File: config.mk
export PLATFORM = sky130hd
export DESIGN_NAME = circle_rasterizer_octant_top
export DESIGN_NICKNAME = d
export VERILOG_FILES = /design/src/rtl/cmr_pkg.sv /design/src/rtl/cmr_front.sv /design/src/rtl/cmr_fifo.sv /design/src/rtl/cmr_back.sv /design/src/rtl/circle_rasterizer_octant_top.sv
export SDC_FILE = /design/constraint.sdc
export NUM_CORES = 1
export LEC_CHECK = 0
export ABC_AREA = 1
export BUFFER_PORTS_ARGS = -buffer_cell sky130_fd_sc_hd__buf_2
export CELL_PAD_IN_SITES_DETAIL_PLACEMENT = 0
export CELL_PAD_IN_SITES_GLOBAL_PLACEMENT = 2
export CORE_UTILIZATION = 42
export CTS_BUF_LIST = sky130_fd_sc_hd__clkbuf_16
export DETAILED_ROUTE_END_ITERATION = 10
export PLACE_DENSITY = 0.88
export REMOVE_ABC_BUFFERS = 1
export SETUP_SLACK_MARGIN = 0.5
export SYNTH_ARGS = -nofsm -noshare
export SYNTH_HDL_FRONTEND = slang
export SYNTH_HIERARCHICAL = 1
export SYNTH_SLANG_ARGS = --single-unit
export TNS_END_PERCENT = 5
File: constraint.sdc
create_clock -name clk -period 5.6 [get_ports clk]
set_clock_uncertainty 0.2 [all_clocks]
set_input_delay 0.28 -clock clk [delete_from_list [all_inputs] [get_ports clk]]
set_output_delay 0.28 -clock clk [all_outputs]
set_load 0.02 [all_outputs]
File: src/rtl/cmr_pkg.sv
// Shared constants, types and codes for the octant circle rasterizer.
package cmr_pkg;

  localparam int COORD_BITS = 12;
  localparam int STEP_W     = COORD_BITS + 1;
  localparam int DEC_W      = COORD_BITS + 4;
  localparam int PIX_W      = COORD_BITS + 2;

  localparam int IN_DATA_W  = ((3 * COORD_BITS + 7) / 8) * 8;
  localparam int OUT_DATA_W = ((2 * PIX_W + 7) / 8) * 8;

  localparam int FIFO_DEPTH = 4;
  localparam int FIFO_AW    = $clog2(FIFO_DEPTH);
  localparam int FIFO_CW    = $clog2(FIFO_DEPTH + 1);

  localparam int IDX_W      = 3;

  localparam logic [DEC_W-1:0] DEC_INIT     = DEC_W'(3);
  localparam logic [DEC_W-1:0] DEC_INC_SAME = DEC_W'(6);
  localparam logic [DEC_W-1:0] DEC_INC_DIAG = DEC_W'(10);

  typedef enum logic {
    CMD_START   = 1'b0,
    CMD_ADVANCE = 1'b1
  } cmd_t;

  // One queued run of pixels: a start (five pixels) or an octant step (eight).
  typedef struct packed {
    logic                  is_start;
    logic                  done;
    logic [COORD_BITS-1:0] cx;
    logic [COORD_BITS-1:0] cy;
    logic [STEP_W-1:0]     sx;
    logic [STEP_W-1:0]     sy;
  } job_t;

endpackage

File: src/rtl/cmr_front.sv
// Front end: accepts commands, holds the circle state and steps the decision value.
module cmr_front (
  input  logic                            clk,
  input  logic                            rst_n,
  input  logic                            in_valid,
  output logic                            in_ready,
  input  logic                            in_cmd,
  input  logic [cmr_pkg::COORD_BITS-1:0]  in_cx,
  input  logic [cmr_pkg::COORD_BITS-1:0]  in_cy,
  input  logic [cmr_pkg::COORD_BITS-1:0]  in_radius,
  input  logic                            q_full,
  output logic                            push,
  output cmr_pkg::job_t                   push_job
);

  logic [cmr_pkg::COORD_BITS-1:0] cx_r, cx_nxt;
  logic [cmr_pkg::COORD_BITS-1:0] cy_r, cy_nxt;
  logic [cmr_pkg::STEP_W-1:0]     sx_r, sx_nxt;
  logic [cmr_pkg::STEP_W-1:0]     sy_r, sy_nxt;
  logic [cmr_pkg::DEC_W-1:0]      dec_r, dec_nxt;
  logic                           active_r, active_nxt;

  logic                           accept;
  logic [cmr_pkg::DEC_W-1:0]      x_ext, y_ext, step_dec;
  logic [cmr_pkg::STEP_W-1:0]     step_x, step_y;

  assign in_ready = !q_full;
  assign accept   = in_valid && in_ready;
  assign x_ext    = cmr_pkg::DEC_W'(sx_r);
  assign y_ext    = cmr_pkg::DEC_W'(sy_r);

  // One octant step: stay on the row while the decision value is not positive.
  always_comb begin
    step_x = sx_r + cmr_pkg::STEP_W'(1);
    if (dec_r[cmr_pkg::DEC_W-1] || (dec_r == '0)) begin
      step_dec = dec_r + (x_ext << 2) + cmr_pkg::DEC_INC_SAME;
      step_y   = sy_r;
    end else begin
      step_dec = dec_r + ((x_ext - y_ext) << 2) + cmr_pkg::DEC_INC_DIAG;
      step_y   = sy_r - cmr_pkg::STEP_W'(1);
    end
  end

  always_comb begin
    cx_nxt     = cx_r;
    cy_nxt     = cy_r;
    sx_nxt     = sx_r;
    sy_nxt     = sy_r;
    dec_nxt    = dec_r;
    active_nxt = active_r;
    push       = 1'b0;
    push_job   = '{is_start: 1'b0, done: 1'b0, cx: cx_r, cy: cy_r,
                   sx: step_x, sy: step_y};
    if (accept) begin
      if (in_cmd == cmr_pkg::CMD_START) begin
        cx_nxt     = in_cx;
        cy_nxt     = in_cy;
        sx_nxt     = '0;
        sy_nxt     = cmr_pkg::STEP_W'(in_radius);
        dec_nxt    = cmr_pkg::DEC_INIT - (cmr_pkg::DEC_W'(in_radius) << 1);
        active_nxt = 1'b1;
        push       = 1'b1;
        push_job   = '{is_start: 1'b1, done: (in_radius == '0), cx: in_cx, cy: in_cy,
                       sx: '0, sy: cmr_pkg::STEP_W'(in_radius)};
      end else if (active_r) begin
        if (sx_r >= sy_r) begin
          // circle finished: drop the advance and unload
          active_nxt = 1'b0;
        end else begin
          sx_nxt        = step_x;
          sy_nxt        = step_y;
          dec_nxt       = step_dec;
          push          = 1'b1;
          push_job.done = (step_x >= step_y);
        end
      end
    end
  end

  always_ff @(posedge clk) begin
    if (!rst_n) begin
      cx_r     <= '0;
      cy_r     <= '0;
      sx_r     <= '0;
      sy_r     <= '0;
      dec_r    <= '0;
      active_r <= 1'b0;
    end else begin
      cx_r     <= cx_nxt;
      cy_r     <= cy_nxt;
      sx_r     <= sx_nxt;
      sy_r     <= sy_nxt;
      dec_r    <= dec_nxt;
      active_r <= active_nxt;
    end
  end

endmodule

File: src/rtl/cmr_fifo.sv
// Short job queue between the front end and the pixel emitter.
module cmr_fifo (
  input  logic           clk,
  input  logic           rst_n,
  input  logic           push,
  input  cmr_pkg::job_t  push_job,
  output logic           full,
  input  logic           pop,
  output logic           head_valid,
  output cmr_pkg::job_t  head_job
);

  cmr_pkg::job_t                mem_r [cmr_pkg::FIFO_DEPTH];
  logic [cmr_pkg::FIFO_AW-1:0]  wr_ptr_r, wr_ptr_nxt;
  logic [cmr_pkg::FIFO_AW-1:0]  rd_ptr_r, rd_ptr_nxt;
  logic [cmr_pkg::FIFO_CW-1:0]  count_r, count_nxt;

  assign full       = (count_r == cmr_pkg::FIFO_CW'(cmr_pkg::FIFO_DEPTH));
  assign head_valid = (count_r != '0);
  assign head_job   = mem_r[rd_ptr_r];

  always_comb begin
    wr_ptr_nxt = push ? wr_ptr_r + cmr_pkg::FIFO_AW'(1) : wr_ptr_r;
    rd_ptr_nxt = pop  ? rd_ptr_r + cmr_pkg::FIFO_AW'(1) : rd_ptr_r;
    count_nxt  = count_r + cmr_pkg::FIFO_CW'(push) - cmr_pkg::FIFO_CW'(pop);
  end

  always_ff @(posedge clk) begin
    if (!rst_n) begin
      wr_ptr_r <= '0;
      rd_ptr_r <= '0;
      count_r  <= '0;
    end else begin
      wr_ptr_r <= wr_ptr_nxt;
      rd_ptr_r <= rd_ptr_nxt;
      count_r  <= count_nxt;
    end
  end

  always_ff @(posedge clk) begin
    if (push) begin
      mem_r[wr_ptr_r] <= push_job;
    end
  end

endmodule

File: src/rtl/cmr_back.sv
// Back end: expands each queued job into mirrored pixels, one output word per cycle while out_ready is high.
module cmr_back (
  input  logic                            clk,
  input  logic                            rst_n,
  input  logic                            head_valid,
  input  cmr_pkg::job_t                   head_job,
  output logic                            pop,
  output logic                            out_valid,
  input  logic                            out_ready,
  output logic [cmr_pkg::PIX_W-1:0]       out_px,
  output logic [cmr_pkg::PIX_W-1:0]       out_py,
  output logic                            out_last,
  output logic                            out_done
);

  localparam logic [cmr_pkg::IDX_W-1:0] PIX_CENTER = 3'd0;
  localparam logic [cmr_pkg::IDX_W-1:0] PIX_UP     = 3'd1;
  localparam logic [cmr_pkg::IDX_W-1:0] PIX_DOWN   = 3'd2;
  localparam logic [cmr_pkg::IDX_W-1:0] PIX_RIGHT  = 3'd3;
  localparam logic [cmr_pkg::IDX_W-1:0] PIX_LEFT   = 3'd4;
  localparam logic [cmr_pkg::IDX_W-1:0] LAST_STEP  = 3'd7;

  logic [cmr_pkg::IDX_W-1:0]  idx_r, idx_nxt;
  logic                       valid_r, valid_nxt;
  logic [cmr_pkg::PIX_W-1:0]  px_r, py_r;
  logic                       last_r, done_r;

  logic                       load, is_last;
  logic [cmr_pkg::STEP_W-1:0] mag_x, mag_y;
  logic                       neg_x, neg_y;
  logic [cmr_pkg::PIX_W-1:0]  cx_ext, cy_ext, mx_ext, my_ext, px_calc, py_calc;

  assign is_last = head_job.is_start ? (idx_r == PIX_LEFT) : (idx_r == LAST_STEP);
  assign load    = head_valid && (!valid_r || out_ready);
  assign pop     = load && is_last;

  // Pick offset magnitudes and signs for the current pixel of the run.
  always_comb begin
    mag_x = '0;
    mag_y = '0;
    neg_x = 1'b0;
    neg_y = 1'b0;
    if (head_job.is_start) begin
      unique case (idx_r)
        PIX_UP: begin
          mag_y = head_job.sy;
        end
        PIX_DOWN: begin
          mag_y = head_job.sy;
          neg_y = 1'b1;
        end
        PIX_RIGHT: begin
          mag_x = head_job.sy;
        end
        PIX_LEFT: begin
          mag_x = head_job.sy;
          neg_x = 1'b1;
        end
        default: begin
          mag_x = '0;
          mag_y = '0;
        end
      endcase
    end else begin
      // upper index bit swaps the axes, next two pick the quadrant
      mag_x = idx_r[2] ? head_job.sy : head_job.sx;
      mag_y = idx_r[2] ? head_job.sx : head_job.sy;
      neg_x = idx_r[1];
      neg_y = idx_r[0];
    end
  end

  assign cx_ext  = cmr_pkg::PIX_W'(head_job.cx);
  assign cy_ext  = cmr_pkg::PIX_W'(head_job.cy);
  assign mx_ext  = cmr_pkg::PIX_W'(mag_x);
  assign my_ext  = cmr_pkg::PIX_W'(mag_y);
  assign px_calc = neg_x ? cx_ext - mx_ext : cx_ext + mx_ext;
  assign py_calc = neg_y ? cy_ext - my_ext : cy_ext + my_ext;

  always_comb begin
    idx_nxt   = idx_r;
    valid_nxt = valid_r;
    if (load) begin
      idx_nxt   = is_last ? PIX_CENTER : idx_r + cmr_pkg::IDX_W'(1);
      valid_nxt = 1'b1;
    end else if (out_ready) begin
      valid_nxt = 1'b0;
    end
  end

  always_ff @(posedge clk) begin
    if (!rst_n) begin
      idx_r   <= PIX_CENTER;
      valid_r <= 1'b0;
    end else begin
      idx_r   <= idx_nxt;
      valid_r <= valid_nxt;
    end
  end

  always_ff @(posedge clk) begin
    if (load) begin
      px_r   <= px_calc;
      py_r   <= py_calc;
      last_r <= is_last;
      done_r <= head_job.done;
    end
  end

  assign out_valid = valid_r;
  assign out_px    = px_r;
  assign out_py    = py_r;
  assign out_last  = last_r;
  assign out_done  = done_r;

endmodule

File: src/rtl/circle_rasterizer_octant_top.sv
// Top level of the midpoint circle rasterizer: command front end, job queue, pixel emitter.
// The first pixel word of an item is written into the job queue, then registered in the output
//   stage before it is valid.
// Throughput: one pixel word per cycle while out_tready is high; a start gives 5 words, an
//   advance 8, so a steady stream of advances is limited by the single pixel output port.
// An input item is taken every cycle while the four-entry job queue has room.
// Reset (rst_n low, synchronous) clears the circle state, the queue and the output stage.
module circle_rasterizer_octant_top (
  input  logic                              clk,
  input  logic                              rst_n,
  // in_tdata: center_x, center_y, radius (from bit 0 up), zero padded
  input  logic [cmr_pkg::IN_DATA_W-1:0]     in_tdata,
  // in_tuser: cmd (0 start, 1 advance)
  input  logic                              in_tuser,
  input  logic                              in_tvalid,
  output logic                              in_tready,
  // out_tdata: pixel_x, pixel_y (from bit 0 up), zero padded
  output logic [cmr_pkg::OUT_DATA_W-1:0]    out_tdata,
  // out_tuser: circle_done
  output logic                              out_tuser,
  output logic                              out_tlast,
  output logic                              out_tvalid,
  input  logic                              out_tready
);

  localparam int CB = cmr_pkg::COORD_BITS;

  logic                       q_full, q_push, q_pop, q_head_valid;
  cmr_pkg::job_t              q_push_job, q_head_job;
  logic [cmr_pkg::PIX_W-1:0]  pix_x, pix_y;

  // Front end: classify the command, advance the octant state, queue pixel jobs.
  cmr_front u_front (
    .clk       (clk),
    .rst_n     (rst_n),
    .in_valid  (in_tvalid),
    .in_ready  (in_tready),
    .in_cmd    (in_tuser),
    .in_cx     (in_tdata[CB-1:0]),
    .in_cy     (in_tdata[2*CB-1:CB]),
    .in_radius (in_tdata[3*CB-1:2*CB]),
    .q_full    (q_full),
    .push      (q_push),
    .push_job  (q_push_job)
  );

  // Decouple command intake from pixel output so each side stalls on its own.
  cmr_fifo u_fifo (
    .clk        (clk),
    .rst_n      (rst_n),
    .push       (q_push),
    .push_job   (q_push_job),
    .full       (q_full),
    .pop        (q_pop),
    .head_valid (q_head_valid),
    .head_job   (q_head_job)
  );

  // Back end: walk the pixels of the head job into the registered output word.
  cmr_back u_back (
    .clk        (clk),
    .rst_n      (rst_n),
    .head_valid (q_head_valid),
    .head_job   (q_head_job),
    .pop        (q_pop),
    .out_valid  (out_tvalid),
    .out_ready  (out_tready),
    .out_px     (pix_x),
    .out_py     (pix_y),
    .out_last   (out_tlast),
    .out_done   (out_tuser)
  );

  // Pack pixel_x low, pixel_y above it, zero fill to a whole byte.
  assign out_tdata = cmr_pkg::OUT_DATA_W'({pix_y, pix_x});

  // Never write into a full queue.
  a_no_overflow: assert property (@(posedge clk) disable iff (!rst_n)
    q_push |-> !q_full)
    else $error("job queue written while full");

  // Every accepted start must queue a job.
  a_start_queues: assert property (@(posedge clk) disable iff (!rst_n)
    (in_tvalid && in_tready && (in_tuser == cmr_pkg::CMD_START)) |-> q_push)
    else $error("start word accepted without a queued job");

  // No job appears without an accepted input word.
  a_no_invented_job: assert property (@(posedge clk) disable iff (!rst_n)
    q_push |-> (in_tvalid && in_tready))
    else $error("job queued without an accepted input word");

  // Pop only an entry that is present.
  a_pop_valid: assert property (@(posedge clk) disable iff (!rst_n)
    q_pop |-> q_head_valid)
    else $error("job queue popped while empty");

endmodule

Word-level counts from Yosys, hierarchy flattened
Memory sizes are Yosys's and may differ from the RTL's. A register that Yosys moved wholly into a read port is not among the register bits. Cells that the tools add are included.

Add/sub/neg operators: 17. Order comparisons: 2. Eq/ne operators: 8. Muxes and demuxes: 41. Bitwise gates (word level): 1. Reductions and logical operators: 15.

Operator list (number): $mux W13 (13); $mux W16 (4); $mux W52 (1); $mux W50 (1); $add A12 B13 Y14 (2); $mux W14 (2); $sub A12 B13 Y14 (2); $ge A13 B13 Y1 (2); $mux W1 (17); $add A16 B15 Y16 (1); $add A16 B16 Y16 (1); $add A16 B3 Y16 const B (1); $add A16 B4 Y16 const B (1); $logic_not A16 Y1 (1); $sub A13 B13 Y14 (1); $sub A2 B13 Y14 const A (1); $add A13 B1 Y13 const B (1); $sub A13 B1 Y13 const B (1); $logic_not A12 Y1 (1); $eq A3 B3 Y1 const B (3); $eq A3 B2 Y1 const B (2); $add A2 B1 Y2 const B (2); $mux W2 (2); $reduce_or A2 Y1 (2); other kinds (15) (19).

Register bits after elaboration: 108. Memory bits (writable): 208. Bits of input ports: 45. Output and inout bits: 36. Word-level logic and storage cells: 100. Memories: 1.

Memory list: u_fifo.mem_r (depth 4, bits a word 52, rd ports 1, clocked after memory_dff 1, wr ports 1, RTL line cmr_fifo.sv:13) `cmr_pkg::job_t mem_r [cmr_pkg::FIFO_DEPTH];`.

Depth between registers and ports, before layout
Gate-level depths: netlist of run 1.

Depth after elaboration: 8. Depth in mapped cells: 29. Mapped depth without buffers: 26.

Modules after synthesis
The synthesis of run 1 kept the hierarchy.

By module, submodules not included: cmr_fifo (times used 1, cells each 662, area each 8973.6 µm², sequential area each 6426.2 µm²); cmr_front (times used 1, cells each 1113, area each 6979.2 µm², sequential area each 1341.3 µm²); cmr_back (times used 1, cells each 560, area each 3758.6 µm², sequential area each 980.9 µm²); circle_rasterizer_octant_top (times used 1, cells each 5, area each 33.8 µm², sequential area each 0.0 µm²).

Worst setup path after synthesis of run 1
OpenSTA, ideal clock, no wires.

Path type: register to register. Start point: reg with a tool-made name. End point: reg u_back.px_r, in the netlist u_back/out_px[10], data pin. Setup time: 0.259 ns. Arrival: 3.380 ns. Data required time: 5.141 ns. Setup slack: 1.761 ns. Cell stages (with the launch flop): 23. Buffers on the path: 5. Clock period less this slack: 3.839 ns. Path through: dfxtp_1 buf_6 buf_12 buf_6 o211ai_2 nand2_1 buf_4 inv_4 buf_4 o211ai_1 nand2_1 inv_1 ha_1 or2_2 o21ai_0 inv_1 fa_1 nand3b_1 nand2_1 inv_1 o21bai_1 a21oi_1 xnor2_1.

RTL lines: to (signal assigned) (RTL line cmr_back.sv:103) `px_r <= px_calc;`; to (decl) (RTL line cmr_back.sv:25) `logic [cmr_pkg::PIX_W-1:0] px_r, py_r;`.

==> run summary, run 1 <==
The run finished with clean final reports. Post-synthesis to final-layout area growth: 10.9%. Across all layers, the routed design uses 15.1k vias. The multiplexer fraction of the synthesized cell area works out to 0. Number of cells on the worst reg-to-reg path: 22.

The clock passes through at most 3 buffers. A synthesized cell averages 8.44 um2. The tools report the part of the Yosys area used for sequential elements as 0.443. The full die area is 47900 um2. Timing would allow up to 222 MHz.

The final-report hold violation count is 0, and the violation count after the first detailed-route iteration is 859. For this run, design rule violations remaining after detail routing come to 0. The analysis attributes to net switching a power of 7090 uW. For the number of placed instances with taps included, the log shows 2956.

In this run the worst hold path is classified as in -> reg. Prior to clock tree synthesis, the placed netlist has a worst setup slack of 0.996 ns. Clock slew at the register clock pins of the worst setup and hold paths: 0.06 ns. The total power consumption of the routed design came out at 14900 uW. The static leakage was 0.00984 uW; the sum of negative setup slack was 0 ns. By area, the combinational part of the netlist is dominated by simple AND/OR/NAND/NOR gates. The net count of the finished layout is 2591. The count of buffers from port buffering came out at 72. The pre-antenna-repair detailed-routing pass consisted of 5 iterations. The run gives 48 as the post-synthesis cell type count. Sort of element at the start of the critical path: a flip-flop.

The tree is rooted in a sky130_fd_sc_hd__clkbuf_16. Detailed placement finished with a half-perimeter wire length of 35.5 mm. Leaving out fill and tap cells, the most frequent cell in the layout is sky130_fd_sc_hd__nand2_1. Hold is met by 0.0120 ns. Counting flops and latches in the post-synthesis netlist gives 318. The first global-routing pass estimated 78.0 mm of wire. For the worst-skew pair, the clock arrives at the later sink with an insertion delay of 0.53 ns.

During synthesis, Yosys emitted a total of 6 warnings. Entering global routing, the biggest net connects 121 pins. Summed over all layers, the global routing overflow is 0.

The power share of the sequential group is 0.254. The final cell count without fillers is 3055. The weighted congestion reported at the end of routability-driven placement was 0.887; the number of levels in the clock H-tree was 2.

The clock sink total is 318. The worst slew slack as a fraction of its limit was 0.443; the share of flip-flops with an asynchronous set or reset was 0. The part of the power in the clock network is 0.149, and the simple-gate share of the synthesized area is 0.188. For the pin with the worst max-slew slack, the measured transition is 0.836 ns. The tools report the synthesized cell area as 19700 um2.

The run gives 0 as the max-slew violation count. The final layout contains routed wiring with a total length of 49.4 mm. The post-detailed-route via-to-cell ratio came out at 4.93.

Setup repair after global routing left no endpoint under its margin. Buffers inserted during clock tree synthesis total 36. The ratio of cells with drive above 1 in the final layout was 0.113; the area of the core was 46500 um2. The top cell types in the final layout, fill and taps aside, are sky130_fd_sc_hd__nand2_1 (479), sky130_fd_sc_hd__inv_1 (389), sky130_fd_sc_hd__edfxtp_1 (238).

The die is 219 um wide. After detailed routing, the average wire length per cell comes to 16.2 um. The run gives 0.000498 V as the maximum vdd ir drop.

Data on the critical path is required at its endpoint by 5.69 ns. For this design the ratio of total power to cell area is 681 nW/um2. The number of antenna diodes in the final layout is 0. The compound-gate portion of the synthesized area was 0.143; the arrival time of data at the critical path endpoint was 4.59 ns.

Effective utilization at floorplan: 0.425. The number of top-level pins is 81, and the remaining number of nets flagged by the antenna check after routing is 0. Most common flop cell mapped by yosys: sky130_fd_sc_hd__edfxtp_1. The via count of the first global-routing pass is 14.8k, and the total setup violations reported at the end of the flow is 0. The number of setup buffers added after CTS is 0. The tool flagged a number of max-cap violations equal to 0. Along the worst path, the maximum fanout reaches 54. By startpoint and endpoint, the worst setup path is classified as reg -> reg.

The end point of the critical path is u_back/out_py[12]$_DFFE_PP_. Setup slack on the worst reg-to-reg path comes out at 1.10 ns. In this run, synthesis inferred 238 flip-flops with an integrated enable.

The share of the synthesized netlist area taken by xor and xnor gates works out to 0.0377. TritonCTS built the clock tree. Portion of the clock cycle consumed by the worst path in the final layout: 0.803. Row generation in the floorplan step produced 79 rows.

The endpoint identified for the worst register-to-register timing path is u_back/out_py[12]$_DFFE_PP_. The internal power of the cells totals 7840 uW. The tools report the total global-route track usage as 0.210. The logs give 0.596 for the combinational share of power and 1 for the number of antenna violations at the first check in global routing. The clock period could shrink to 4.50 ns. Across all setup checks in the final design, the least slack found is 1.10 ns. The endpoint kind of the worst setup timing path is a flip-flop. The adder and majority gate portion of the synthesized area came out at 0.0809. After technology mapping, the gate count stands at 2340.

The floorplan step set the die height to 219 um. The proportion of total power due to net switching came out at 0.475.
## cells by family (layout without fill, tap and decap cells)
family                   Yosys count  after routing
XOR/XNOR                          85             85
AND/OR/NAND/NOR                  882            882
AO/OA/AOI/OAI                    452            452
flip-flops                       318            318
other                              1              4
buffers and inverters            478            583
adder cells (fa/ha/maj)          124            124
## how the worst min path moves through the flow
stage	slack (ns)	end	startpoint	cells past startpoint
2_1_floorplan	0.17	u_fifo/count_r[1]$_SDFF_PN0_	rst_n	2
3_3_place_gp	0.24	flip-flop	u_fifo/rd_ptr_r[1]$_SDFFE_PN0P_	2
3_5_place_dp	0.25	flip-flop	u_fifo/rd_ptr_r[1]$_SDFFE_PN0P_	2
4_1_cts	0.004	u_front/sy_r[8]$_SDFFE_PN0P_	in_tdata[32]	5
5_1_grt	0.05	u_front/sy_r[0]$_SDFFE_PN0P_	in_tdata[24]	5
6_report	0.01	u_fifo/mem_r[2][0]$_DFFE_PP_	in_tdata[24]	3
## flip-flops by register name, indices dropped and copies added, names as in the netlist, named ones only
signal,count
u_back/out_done,1
u_front/sy_r,13
u_fifo/count_r,3
u_front/sx_r,13
u_fifo/wr_ptr_r,2
u_fifo/mem_r,208
u_front/cy_r,12
u_front/active_r,1
u_back/out_valid,1
u_back/idx_r,3
u_back/out_py,14
u_back/out_px,14
u_back/out_last,1
u_front/dec_r,16
u_front/cx_r,12
u_fifo/rd_ptr_r,2
## cell usage after synthesis, types with 28 or more instances
master                     instances  share of area
sky130_fd_sc_hd__edfxtp_1        238           0.36
sky130_fd_sc_hd__nor2_1          192          0.036
sky130_fd_sc_hd__dfxtp_1          80          0.081
sky130_fd_sc_hd__xor2_1           56          0.025
sky130_fd_sc_hd__o21ai_0         143          0.036
sky130_fd_sc_hd__ha_1            118          0.075
sky130_fd_sc_hd__nand3_1         111          0.028
sky130_fd_sc_hd__xnor2_1          29          0.013
sky130_fd_sc_hd__o21ai_1          28         0.0071
sky130_fd_sc_hd__o211ai_2         52          0.033
sky130_fd_sc_hd__inv_1           383          0.073
sky130_fd_sc_hd__a21oi_1         164          0.042
sky130_fd_sc_hd__nand2_1         479          0.091
## routing by layer
layer	vias up	global-route usage	share of wire
met2	190	0.391	0.51
li1	7863	-	-
met5	-	0	0
met1	6959	0.249	0.43
met4	0	0.0590	0.024
met3	62	0.0281	0.028
## power groups by stage
| stage | logic, uW | registers, uW | clock network (uW) |
|---|---|---|---|
| detailed placement | 8910 | 3850 | 0 |
| floorplan | 6320 | 3960 | 0 |
| global placement | 8830 | 3830 | 0 |
| CTS | 8970 | 3800 | 2300 |
| finish | 8900 | 3800 | 2230 |
| global route | 10100 | 3860 | 2380 |
## area by class of cell
cell class | count | area (um2)
fill | 4525 | 24600
sequential | 318 | 8760
timing repair buffer | 131 | 903
inverter | 388 | 1460
clock inverter | 27 | 181
tap | 607 | 759
multi-input combinational | 1547 | 8920
clock buffer | 37 | 926
## through the flow
stage               cell area [um2]   util
finish                        21900  0.471
global route                  21900  0.471
CTS                           21900  0.471
detailed placement            20400  0.440
global placement              20400  0.440
floorplan                     19100      -
## worst max-delay path, cell delays in order (launching register included)
cell and delay, ns:
sky130_fd_sc_hd__dfxtp_4 0.75, sky130_fd_sc_hd__a21oi_1 0.14, sky130_fd_sc_hd__o21ai_0 0.09, sky130_fd_sc_hd__nand2_1 0.06
sky130_fd_sc_hd__buf_4 0.21, sky130_fd_sc_hd__inv_4 0.28, sky130_fd_sc_hd__nand3_1 0.11, sky130_fd_sc_hd__o21ai_1 0.18
sky130_fd_sc_hd__inv_1 0.13, sky130_fd_sc_hd__ha_1 0.23, sky130_fd_sc_hd__nand3_1 0.09, sky130_fd_sc_hd__nor2_2 0.06
sky130_fd_sc_hd__inv_1 0.09, sky130_fd_sc_hd__o21ai_2 0.06, sky130_fd_sc_hd__xor2_1 0.15, sky130_fd_sc_hd__ha_1 0.35
sky130_fd_sc_hd__nand2_1 0.07, sky130_fd_sc_hd__inv_1 0.07, sky130_fd_sc_hd__nand3_1 0.09, sky130_fd_sc_hd__a2111oi_0 0.59
sky130_fd_sc_hd__nor2_1 0.08, sky130_fd_sc_hd__nand3_1 0.09, sky130_fd_sc_hd__nand2_1 0.05
## repair_timing
action	CTS	global route
setup endpoints to repair	0	0
gates resized for setup	0	0
hold endpoints to repair	132	0
hold buffers	35	0
No activity file was read; power rests on OpenSTA's default activity.
==> run 2, diff against run 1 <==
--- a/config.mk
+++ b/config.mk
@@ -9,10 +9,10 @@
 export BUFFER_PORTS_ARGS = -buffer_cell sky130_fd_sc_hd__buf_2
 export CELL_PAD_IN_SITES_DETAIL_PLACEMENT = 0
 export CELL_PAD_IN_SITES_GLOBAL_PLACEMENT = 2
-export CORE_UTILIZATION = 42
+export CORE_UTILIZATION = 35
 export CTS_BUF_LIST = sky130_fd_sc_hd__clkbuf_16
 export DETAILED_ROUTE_END_ITERATION = 10
-export PLACE_DENSITY = 0.88
+export PLACE_DENSITY = 0.79
 export REMOVE_ABC_BUFFERS = 1
 export SETUP_SLACK_MARGIN = 0.5
 export SYNTH_ARGS = -nofsm -noshare
==> constraint.sdc (replaced) <==
create_clock -name clk -period 3.6 [get_ports clk]
set_clock_uncertainty 0.2 [all_clocks]
set_input_delay 0.18 -clock clk [delete_from_list [all_inputs] [get_ports clk]]
set_output_delay 0.18 -clock clk [all_outputs]
set_load 0.02 [all_outputs]
==> run summary, run 2 (synthesis gave the netlist of run 1 again) <==
The flow ran to the end, and the final reports show no timing, DRC or antenna violations. The portion of the clock cycle consumed by the worst path in the final layout works out to 0.996 (+0.193). The number of cells on the worst reg-to-reg path is 24 (+9.1%), and the number of top-level pins is 81 (unchanged). The tools report the worst slew slack as a fraction of its limit as 0.321 (-0.122). Counting flops per register, the top entry is u_fifo/mem_r. The clock slew at the register clock pins of the worst setup and hold paths came out at 0.06 ns (about the same).

Slew at the pin with the worst max-slew slack: 1.02 ns (+0.182 ns). The full die area was 57400 um2 (+20%); the total setup violations reported at the end of the flow was 0 (unchanged). The area used by sequential logic in the layout came out at 8770 um2 (+0.21%).

The pre-CTS worst setup slack came out at -0.187 ns (-1.18 ns). In the final layout, the registers with the most flip-flops are u_fifo/mem_r: 208 flops, u_front/dec_r: 16 flops. The largest net degree at the start of global routing was 53 (-56%); the effective utilization at floorplan was 0.356 (-0.0687). The width of the chip was 240 um (+9.5%).

In this run the worst setup path terminates at u_back/out_py[12]$_DFFE_PP_. Among cell families on the critical path, the largest total delay comes from buffers and inverters. The logs give 3.68 ns (-2.01 ns) for the critical path required time and 318 (unchanged) for the clock sink total. Estimated wirelength of the detail-placed design: 39.4 mm (+11%). TritonCTS built the clock tree. The top fanout value on the critical path is 6 (-89%), and the arrival time of data at the critical path endpoint is 3.67 ns (-0.92 ns).

The reg2reg setup slack is 0.01 ns (-1.09 ns). Ratio of cells with drive above 1 in the final layout: 0.318 (+0.205). Compared with the post-synthesis result, the final layout area differs by 33.6%. The final critical path time including I/O delays and setup came out at 3.59 ns (-0.913 ns). The run gives 0 (unchanged) as the max-slew violation count. The logs give 0.476 (+0.00462) for the utilization of the core after routing and 0 (unchanged) for the remaining number of nets flagged by the antenna check after routing. The maximum root-to-sink buffer count was 3 (unchanged); the count of buffers from port buffering was 72 (unchanged). Violation count after the first detailed-route iteration: 557 (-35%).

The startpoint-to-endpoint class of the critical path is reg -> reg. The most common cell after layout, fill and taps aside was sky130_fd_sc_hd__nand2_1. The max-cap violation count is 0 (unchanged), and the sum of routed wire length over all layers is 55.5 mm (+12%). The number of standard-cell rows in the floorplan was 86 (+8.9%). The endpoint identified for the worst register-to-register timing path is u_back/out_py[12]$_DFFE_PP_.

The worst setup path is captured at a flip-flop. The final-report hold violation count was 0 (unchanged); the first-pass iteration count of the detailed router was 5 (unchanged). The buffering stage count on the worst path with inverters included was 7 (+2). The detail-routed net length per standard cell is 16.0 um (-1.1%). The library cells used most frequently in the layout, excluding fill and tap cells, are sky130_fd_sc_hd__nand2_1 (415), sky130_fd_sc_hd__inv_1 (356), sky130_fd_sc_hd__buf_4 (241). For the total congestion overflow, the log shows 0 (unchanged). The critical path goes through buf_6 -> buf_6 -> o211ai_2 -> nand2_2 -> inv_2 -> nand2_2 -> nand3_2 -> nand2_4 -> inv_4 -> ha_4 -> nand3_4 -> nor2_4 -> inv_2 -> o21ai_4 -> o21ai_2 -> xnor2_1 -> ha_2 -> buf_4 -> nand3_4 -> a2111oi_4 -> buf_4 -> nor2_1 -> nand3_1 -> nand2_1. The logic depth of the worst path, buffers included works out to 24 (+9.1%). The worst hold path belongs to the class in -> reg.

The total global-route track usage came out at 0.194 (-0.0157). The number of flip-flops in the largest register is 208 (unchanged), and the via count of the first global-routing pass is 16.4k (+11%). The total cell area at the placement stage came out at 22300 um2 (+9.3%). Setup repair after global routing could not meet its margin everywhere.

The run gives 26400 um2 (+20%) as the design area. The die span in y was 240 um (+9.5%); the final cell count without fillers was 3470 (+14%). For the total DRC errors in the routed layout, the log shows 0 (unchanged). The insertion delay of the later-clocked pin in the worst-skew pair was 0.55 ns (+0.02 ns). For this design, the slowest cell found on the critical path is sky130_fd_sc_hd__dfxtp_4. The antenna cell count was 0 (unchanged). The area of the core was 55400 um2 (+19%); the weighted congestion reported at the end of routability-driven placement was 0.862 (-2.9%). Fill cell instance count of the final layout: 5324 (+18%). The cell sitting at the root of the clock tree is a sky130_fd_sc_hd__clkbuf_16. For the number of antenna violations at the first check in global routing, the log shows 0 (-1).

The run gives 3314 (+12%) as the number of placed instances with taps included. The tools report the total number of nets in the final design as 2862 (+10%). The sort of element at the start of the critical path was a flip-flop. The worst stage delay on the critical path was 0.38 ns (-0.37 ns).

The post-detailed-route via-to-cell ratio is 4.74 (-3.9%). The global-route wire length before repair was 86.0 mm (+10%); the number of buffers created by CTS was 38 (+5.6%). The tools report the setup slack of the critical path after layout as 0.0141 ns (-1.09 ns).

The run gives 10800 um2 (+21%) as the area occupied by multi-input gates. The run gives 16.5k (+9.2%) as the via count of the routed design. The highest attainable clock frequency was 279 MHz (+25%); the number of levels in the clock H-tree was 2 (unchanged).
==> run 2: cell count changes in the layout (fill, tap and decap cells not counted), sizes merged <==
cell	previous run	this run
bufinv	2	1
clkbuf	37	42
dlygate4sd3	35	40
clkinv	13	14
clkinvlp	1	5
buf	96	357
inv	399	398
==> run 2: timing repair <==
item                                    CTS  global route
gates resized for setup                 303           190
endpoints found under the setup margin  213           252
pin swaps                               137           154
setup buffers                            27            17
cloned                                    0             3
hold endpoints to repair                179             0
hold buffers                             40             0
==> run 2: layout make-up <==
class                           instances  area share
Timing Repair Buffer                  400       0.125
Clock buffer                           39      0.0370
Sequential cell                       318       0.333
Tap cell                              748      0.0355
Multi-Input combinational cell       1547       0.408
Clock inverter                         30     0.00669
Inverter                              388      0.0562
==> run 2: per-stage QoR <==
| stage | setup TNS, ns | hold slack [ns] |
|---|---|---|
| 5_1_grt | -1.62 | 0.0617 |
| 6_report | 0 | 0.0462 |
| 3_5_place_dp | -2.45 | 0.248 |
| 3_3_place_gp | -2.08 | 0.240 |
| 2_1_floorplan | -554.19 | 0.0735 |
| 4_1_cts | 0 | 0.0197 |
==> run 2: tightest hold or removal path: cells and delay by family <==
kind          cells  cell delay [ns]
simple gates      1             0.12
buf+inv           3             0.44
==> run 2: worst min-delay path by stage <==
stage,from,to,slack [ns],cells past startpoint
2_1_floorplan,rst_n,u_fifo/count_r[1]$_SDFF_PN0_,0.07,2
3_3_place_gp,in_tdata[17],u_front/cy_r[5]$_SDFFE_PN0P_,0.24,3
3_5_place_dp,u_fifo/rd_ptr_r[1]$_SDFFE_PN0P_,flip-flop,0.25,2
4_1_cts,rst_n,u_fifo/count_r[1]$_SDFF_PN0_,0.02,4
5_1_grt,rst_n,u_fifo/count_r[1]$_SDFF_PN0_,0.06,4
6_report,rst_n,u_fifo/count_r[1]$_SDFF_PN0_,0.05,4
==> run 2: layer usage <==
metal  vias to the layer above  share of wire  GRT usage
met1                      7708           0.42      0.223
met4                         0          0.036     0.0773
li1                       8409              -          -
met2                       237           0.51      0.359
met3                       106          0.029     0.0260
met5                         -              0          0
Power of run 2 is not shown: default switching activity piles up to over one toggle a cycle in this logic, so the estimate is an artifact.
